--- src/hdl/rqc_pkg.sv ---
// Shared types and constants of the resource quota counter block.
package rqc_pkg;

  localparam int unsigned CntW     = 64;
  localparam int unsigned NumCaps  = 8;
  localparam int unsigned CapIdxW  = 3;
  localparam int unsigned CfgIdxW  = 4;
  localparam int unsigned KindW    = 3;
  localparam int unsigned CmdW     = 2;
  localparam int unsigned StatusW  = 2;

  typedef enum logic [CmdW-1:0] {
    CmdConsume = 2'd0,
    CmdRelease = 2'd1,
    CmdQuery   = 2'd2
  } command_e;

  typedef enum logic [StatusW-1:0] {
    StOk       = 2'd0,
    StOverflow = 2'd1,
    StCap      = 2'd2
  } status_e;

  typedef struct packed {
    logic [CmdW-1:0]  command;
    logic [KindW-1:0] kind;
    logic [CntW-1:0]  amount;
  } rqc_in_t;

  typedef struct packed {
    logic [StatusW-1:0] status;
    logic [CntW-1:0]    usage;
    logic [CntW-1:0]    headroom;
  } rqc_out_t;

  typedef struct packed {
    logic               valid;
    logic [CfgIdxW-1:0] index;
    logic [CntW-1:0]    data;
  } rqc_cfg_t;

endpackage

--- src/hdl/rqc_cap_regs.sv ---
// Register file holding the per-kind usage caps written over the configuration channel.
module rqc_cap_regs import rqc_pkg::*; (
  input  logic                            clk_i,
  input  logic                            rst_ni,
  input  rqc_cfg_t                        cfg_i,
  output logic                            ready_o,
  output logic [NumCaps-1:0][CntW-1:0]    caps_o
);

  logic [NumCaps-1:0][CntW-1:0] caps_q;

  // Writes are always taken; an index beyond the last cap is dropped.
  assign ready_o = 1'b1;
  assign caps_o  = caps_q;

  always_ff @(posedge clk_i or negedge rst_ni) begin
    if (!rst_ni) begin
      caps_q <= '0;
    end else if (cfg_i.valid && (cfg_i.index < CfgIdxW'(NumCaps))) begin
      caps_q[cfg_i.index[CapIdxW-1:0]] <= cfg_i.data;
    end
  end

endmodule

--- src/hdl/rqc_update.sv ---
// Combinational counter update, status and headroom for one command.
module rqc_update import rqc_pkg::*; (
  input  logic [CmdW-1:0] command_i,
  input  logic [CntW-1:0] amount_i,
  input  logic [CntW-1:0] use_i,
  input  logic [CntW-1:0] cap_i,
  output rqc_out_t        result_o
);

  logic [CntW:0]      sum;
  logic [CntW-1:0]    use_new;
  logic [StatusW-1:0] status;

  assign sum = {1'b0, use_i} + {1'b0, amount_i};

  always_comb begin
    use_new = use_i;
    status  = StOk;
    case (command_i)
      CmdConsume: begin
        if (sum[CntW]) begin
          status = StOverflow;
        end else if ((cap_i != '0) && (sum[CntW-1:0] > cap_i)) begin
          status = StCap;
        end else begin
          use_new = sum[CntW-1:0];
        end
      end
      CmdRelease: begin
        use_new = (amount_i > use_i) ? '0 : use_i - amount_i;
      end
      default: begin
        use_new = use_i;
      end
    endcase
  end

  always_comb begin
    result_o.status = status;
    result_o.usage  = use_new;
    if (cap_i == '0) begin
      result_o.headroom = '1;
    end else if (use_new >= cap_i) begin
      result_o.headroom = '0;
    end else begin
      result_o.headroom = cap_i - use_new;
    end
  end

endmodule

--- src/hdl/resource_quota_counters.sv ---
// Top level of the resource quota counter table.
//
// The block keeps one 64-bit usage counter per resource kind, each checked
// against a cap written over the configuration channel (a cap of zero means
// unlimited). A command transfer happens at a rising edge with start_i high
// and busy_o low; item_i carries the command, the kind and the amount.
// Consume adds the amount unless the sum overflows or passes a nonzero cap,
// release subtracts it and saturates at zero, and query changes nothing.
//
// Each command yields exactly one result on result_o, marked by a one-cycle
// result_valid_o strobe that starts in the cycle after the command's input
// register is loaded and comes from the result register. One command is
// taken every cycle while busy_o is low; the counter written by one command
// is read by the next one from the counter registers, so back-to-back
// commands on the same kind see each other.
//
// The receiver cannot stall, so there is no backpressure on the result side.
// Reset clears all counters and caps; busy_o is high while reset is held and
// drops at the first edge after release. Cap writes are taken on every cycle
// the configuration channel is valid and are meant to arrive while idle.
module resource_quota_counters import rqc_pkg::*; #(
  parameter int unsigned NUM_KINDS = 8
) (
  input  logic               clk_i,
  input  logic               rst_ni,
  input  logic               start_i,
  output logic               busy_o,
  input  rqc_in_t            item_i,
  output logic               result_valid_o,
  output rqc_out_t           result_o,
  input  logic               cfg_valid_i,
  output logic               cfg_ready_o,
  input  logic [CfgIdxW-1:0] cfg_index_i,
  input  logic [CntW-1:0]    cfg_data_i
);

  localparam int unsigned KindIdxW = (NUM_KINDS > 1) ? $clog2(NUM_KINDS) : 1;

  rqc_cfg_t                     cfg;
  logic [NumCaps-1:0][CntW-1:0] caps;
  logic                         busy_q;
  logic                         in_valid_q;
  rqc_in_t                      in_q;
  logic [NUM_KINDS-1:0][CntW-1:0] cnt_q;
  logic                         kind_ok;
  logic [CntW-1:0]              use_cur;
  logic [CntW-1:0]              cap_cur;
  rqc_out_t                     upd;
  rqc_out_t                     out_d;
  rqc_out_t                     out_q;
  logic                         out_valid_q;

  assign cfg.valid = cfg_valid_i;
  assign cfg.index = cfg_index_i;
  assign cfg.data  = cfg_data_i;

  rqc_cap_regs u_cap_regs (
    .clk_i   (clk_i),
    .rst_ni  (rst_ni),
    .cfg_i   (cfg),
    .ready_o (cfg_ready_o),
    .caps_o  (caps)
  );

  // Commands are held off only while coming out of reset.
  always_ff @(posedge clk_i or negedge rst_ni) begin
    if (!rst_ni) begin
      busy_q <= 1'b1;
    end else begin
      busy_q <= 1'b0;
    end
  end

  assign busy_o = busy_q;

  // Input register: the command transfer lands here.
  always_ff @(posedge clk_i or negedge rst_ni) begin
    if (!rst_ni) begin
      in_valid_q <= 1'b0;
    end else begin
      in_valid_q <= start_i && !busy_q;
    end
  end

  always_ff @(posedge clk_i) begin
    if (start_i && !busy_q) begin
      in_q <= item_i;
    end
  end

  // A kind with no counter behind it is answered but changes nothing.
  assign kind_ok = {1'b0, in_q.kind} < (KindW + 1)'(NUM_KINDS);
  assign use_cur = kind_ok ? cnt_q[in_q.kind[KindIdxW-1:0]] : '0;
  assign cap_cur = caps[in_q.kind];

  rqc_update u_update (
    .command_i (in_q.command),
    .amount_i  (in_q.amount),
    .use_i     (use_cur),
    .cap_i     (cap_cur),
    .result_o  (upd)
  );

  always_comb begin
    if (kind_ok) begin
      out_d = upd;
    end else begin
      out_d.status   = StOk;
      out_d.usage    = '0;
      out_d.headroom = '1;
    end
  end

  // Counter table; the updated value is written back in the same edge that
  // loads the result register.
  always_ff @(posedge clk_i or negedge rst_ni) begin
    if (!rst_ni) begin
      cnt_q <= '0;
    end else if (in_valid_q && kind_ok) begin
      cnt_q[in_q.kind[KindIdxW-1:0]] <= upd.usage;
    end
  end

  // Result register and its one-cycle strobe.
  always_ff @(posedge clk_i or negedge rst_ni) begin
    if (!rst_ni) begin
      out_valid_q <= 1'b0;
    end else begin
      out_valid_q <= in_valid_q;
    end
  end

  always_ff @(posedge clk_i) begin
    if (in_valid_q) begin
      out_q <= out_d;
    end
  end

  assign result_valid_o = out_valid_q;
  assign result_o       = out_q;

  // Every command transfer is followed by its result strobe, through the input and result registers.
  a_result_follows: assert property (@(posedge clk_i) disable iff (!rst_ni)
    (start_i && !busy_o) |-> ##2 result_valid_o)
    else $error("command transfer without a matching result strobe");

  // A query never modifies any counter.
  a_query_keeps: assert property (@(posedge clk_i) disable iff (!rst_ni)
    (in_valid_q && (in_q.command == CmdQuery)) |=> $stable(cnt_q))
    else $error("query changed the counter table");

  // Only a consume can report an error status.
  a_err_only_consume: assert property (@(posedge clk_i) disable iff (!rst_ni)
    (result_valid_o && (result_o.status != StOk)) |->
      ($past(in_q.command) == CmdConsume))
    else $error("error status on a command other than consume");

  // A rejected consume leaves the counter table untouched.
  a_err_keeps: assert property (@(posedge clk_i) disable iff (!rst_ni)
    (in_valid_q && (out_d.status != StOk)) |=> $stable(cnt_q))
    else $error("rejected consume modified a counter");

endmodule

--- config.mk ---
export PLATFORM = sky130hd
export DESIGN_NAME = resource_quota_counters
export DESIGN_NICKNAME = d
export VERILOG_FILES = /design/src/hdl/rqc_pkg.sv /design/src/hdl/rqc_cap_regs.sv /design/src/hdl/rqc_update.sv /design/src/hdl/resource_quota_counters.sv
export SDC_FILE = /design/constraint.sdc
export NUM_CORES = 2
export LEC_CHECK = 0
export ABC_AREA = 1
export CAP_MARGIN = 40
export CORE_ASPECT_RATIO = 2
export CORE_MARGIN = 8
export CORE_UTILIZATION = 35
export DETAILED_ROUTE_END_ITERATION = 8
export DONT_BUFFER_PORTS = 1
export PLACE_DENSITY = 0.52
export SYNTH_ARGS = -nofsm -noshare
export SYNTH_HDL_FRONTEND = slang
export SYNTH_SLANG_ARGS = --single-unit
export TNS_END_PERCENT = 100
--- constraint.sdc ---
create_clock -name clk_i -period 8.6 [get_ports clk_i]
set_input_delay 1.72 -clock clk_i [delete_from_list [all_inputs] [get_ports clk_i]]
set_output_delay 1.72 -clock clk_i [all_outputs]
set_load 0.02 [all_outputs]
==> results.py <==
metrics = {
    "clock_network": {
        "cts_tree": "done",
        "h-tree-depth": 3,
        "clk_pin_slew_ns": 0.07,
        "clock_sinks": 1226,
        "ctsRootBufferMaster": "clkbuf_16",
        "cts_inserted_buffers": 116,
        "ctsHoldBuffers": 0,
        "cts.path.max_buffers": 3,
        "clk_latency_ns": 0.77,
    },
    "placement": {
        "gp_congestion": 1.10,
        "portBuffers": 0,
        "pre_cts_ws_ns": -2.23,
        "place_hpwl_um": 257000,
    },
    "route": {
        "avgRoutedWirePerCell_um": 24.9,
        "dr.first_iter.drc_count": 5545,
        "ant_nets": 0,
        "post-route-drc-count": 0,
        "viasPerCell": 5.15,
        "dr.pass1.iters": 6,
        "routed_wirelength_um": 347000,
        "vias": 71694,
    },
    "timing": {
        "setup_viol": 45,
        "worst_clock_skew_ns": 0.0313,
        "clock.fmax_ghz": 0.115,
        "period_share": 1.01,
        "setup_tns_ns": -1.83,
        "hold_ws_ns": 0.474,
        "tightest_slew_ns": 1.21,
        "hold_viol": 0,
        "final-max-slew-violation-count": 0,
        "maxSlewHeadroom": 0.192,
        "rsz0062_at_grt": "true",
        "layout_setup_ws_ns": -0.115,
        "fin_crit_ns": 8.71,
    },
    "synth": {
        "synth_edf_count": 199,
        "synth-seq-area-share": 0.443,
        "synth-seq-cells": 1226,
        "async_reset_ff_frac": 0.838,
        "synth_area_per_cell_um2": 7.27,
        "syn_inst": 9823,
        "synth_flop_cell": "dfrtp_1",
        "synth_cell_types": 64,
        "synth.cell_area_mm2": 0.0715,
        "yosysWarnings": 0,
        "synth_nets": 10223,
    },
    "finish": {
        "layout_common_cells": "nand2_1, buf_4, dfrtp_1",
        "final_core_util": 0.475,
        "drive_gt1_frac": 0.253,
        "areaGrowthSynthToFinish_pct": 34.9,
        "final_common_cell": "nand2_1",
        "fillCellCount": 20156,
        "nNetsFinal": 11502,
    },
    "status": {
        "status": "finished with violations",
        "failed_checks": "setup timing",
    },
    "critical_path": {
        "reg2reg_slack_ns": -0.11,
        "crit_path_max_fanout": 11,
        "critPathKind": "flip-flop to flip-flop",
        "cp.arrival_ns": 9.18,
        "worst_path_max_delay_cell": "edfxtp_1",
        "path_delay_family": "buffers and inverters",
        "max_stage_delay_ns": 0.47,
        "path_common_cell": "nand2_1",
        "cp.required_ns": 9.06,
        "cp_num_buf_inv": 21,
        "cp-start-kind": "flip-flop",
        "endpoint_kind": "flip-flop",
    },
    "die": {
        "rows": 234,
        "die_w_um": 336,
        "die_area_mm2": 0.220,
        "coreArea_mm2": 0.203,
        "pin_count": 274,
        "die_y_um": 655,
        "start_util": 0.352,
    },
    "grt": {
        "grt_overflow": 0,
        "grt_pass1_wl_um": 492000,
        "antenna_found_initial": 16,
        "grtUsageTotal": 0.304,
        "grt_max_degree": 228,
        "first_global_vias": 71958,
    },
    "power_and_ir_drop": {
        "switching_share": 0.389,
        "pwr-share-clk": 0.225,
        "p_comb_frac": 0.453,
        "p_leak_nw": 47.7,
        "p_per_area_mw_per_mm2": 260,
        "power.switching_mw": 9.75,
        "intPower_mw": 15.3,
        "sequentialPowerShare": 0.321,
        "ir_drop_v": 0.000172,
    },
    "flow_run": {
        "cap_violations": 0,
    },
    "hold_path": {
        "hold_path_class": "flip-flop to flip-flop",
    },
}
cell usage after synthesis (36+ instances only):
library cell / n / area share
or2_2: 41 / 0.0036
nor3_1: 52 / 0.0036
a21oi_1: 394 / 0.028
nand2_1: 3677 / 0.19
o21ai_0: 913 / 0.064
buf_2: 111 / 0.0078
edfxtp_1: 199 / 0.084
o21ai_1: 36 / 0.0025
dfrtp_1: 1026 / 0.36
ha_1: 256 / 0.045
nand3_1: 267 / 0.019
inv_1: 938 / 0.049
xor2_1: 78 / 0.0096
a31oi_1: 40 / 0.0035
clkbuf_1: 328 / 0.017
nand4_1: 41 / 0.0036
xnor2_1: 42 / 0.0051
o211ai_1: 82 / 0.0086
o22ai_1: 43 / 0.0038
nor2_1: 909 / 0.048
power by group through the flow:
stage / Clock, mW / Sequential, mW / Combinational (mW)
final: 5.65 / 8.05 / 11.4
after global routing: 5.97 / 8.19 / 12.2
after CTS: 5.78 / 8.04 / 10.6
after detailed placement: 0 / 8.12 / 9.56
after global placement: 0 / 8.10 / 9.50
after floorplan: 0 / 7.88 / 4.41
area by class of cell:
type	instances	area [µm²]	area share
Antenna cell	8	20.0	0.000208
Clock buffer	154	3280	0.0341
Clock inverter	60	815	0.00845
Inverter	955	3650	0.0378
Multi-Input combinational cell	7171	39000	0.405
Sequential cell	1226	31700	0.329
Tap cell	2714	3400	0.0352
Timing Repair Buffer	1630	14500	0.150
Timing Repair inverter	2	46.3	0.000480
stage by stage:
stage	power [mW]	cells	instance area, µm²
floorplan	12.3	9823	71500
detailed placement	17.7	13494	84900
finish	25.1	13920	96400
global route	26.3	13914	96400
global placement	17.6	13480	84600
CTS	24.4	13816	93300
what timing repair did:
action	CTS	global route
cloned	13	14
setup endpoints to repair	64	64
resized for setup	751	605
buffers inserted	97	87
pin swaps	187	254
registers in the layout, summed over array words and instances, names as in the netlist:
name,flops
in_valid_q,1
in_q,69
result_o,130
busy_o,1
cnt_q,512
result_valid_o,1
u_cap_regs.caps_o,512
routing by layer:
layer | GRT usage | vias up | part of all wire
li1 | - | 33817 | -
met1 | 0.321 | 34657 | 0.35
met2 | 0.536 | 2354 | 0.50
met3 | 0.0501 | 864 | 0.056
met4 | 0.235 | 2 | 0.097
met5 | 0 | - | 0.000038
cell families after synthesis:
| family | synth area share |
|---|---|
| simple gates | 0.289 |
| compound gates | 0.128 |
| buf+inv | 0.0789 |
| flops | 0.443 |
| fa+ha+maj | 0.0457 |
| xor+xnor | 0.0147 |
| other cells | 0.000105 |
worst reg2reg max path, delay by kind of cell, from the launching register on:
kind                     cells  cell delay [ns]
AND/OR/NAND/NOR             22             2.78
flip-flops                   1             0.47
buffers and inverters       21             3.07
adder cells (fa/ha/maj)      3             0.90
AO/OA/AOI/OAI                8             1.22
path summary, 6_finish.rpt:
kind                       startpoint            to  cells past startpoint
hold / removal             cnt_q[176]    cnt_q[176]                      2
setup reg to reg             in_q[64]  result_o[45]                     54
max in group asynchronous      rst_ni    cnt_q[314]                      5
hold reg to reg            cnt_q[176]    cnt_q[176]                      2
setup / recovery             in_q[64]  result_o[45]                     54
min in group asynchronous      rst_ni    in_valid_q                      0
(Power assumes the default switching activity.)
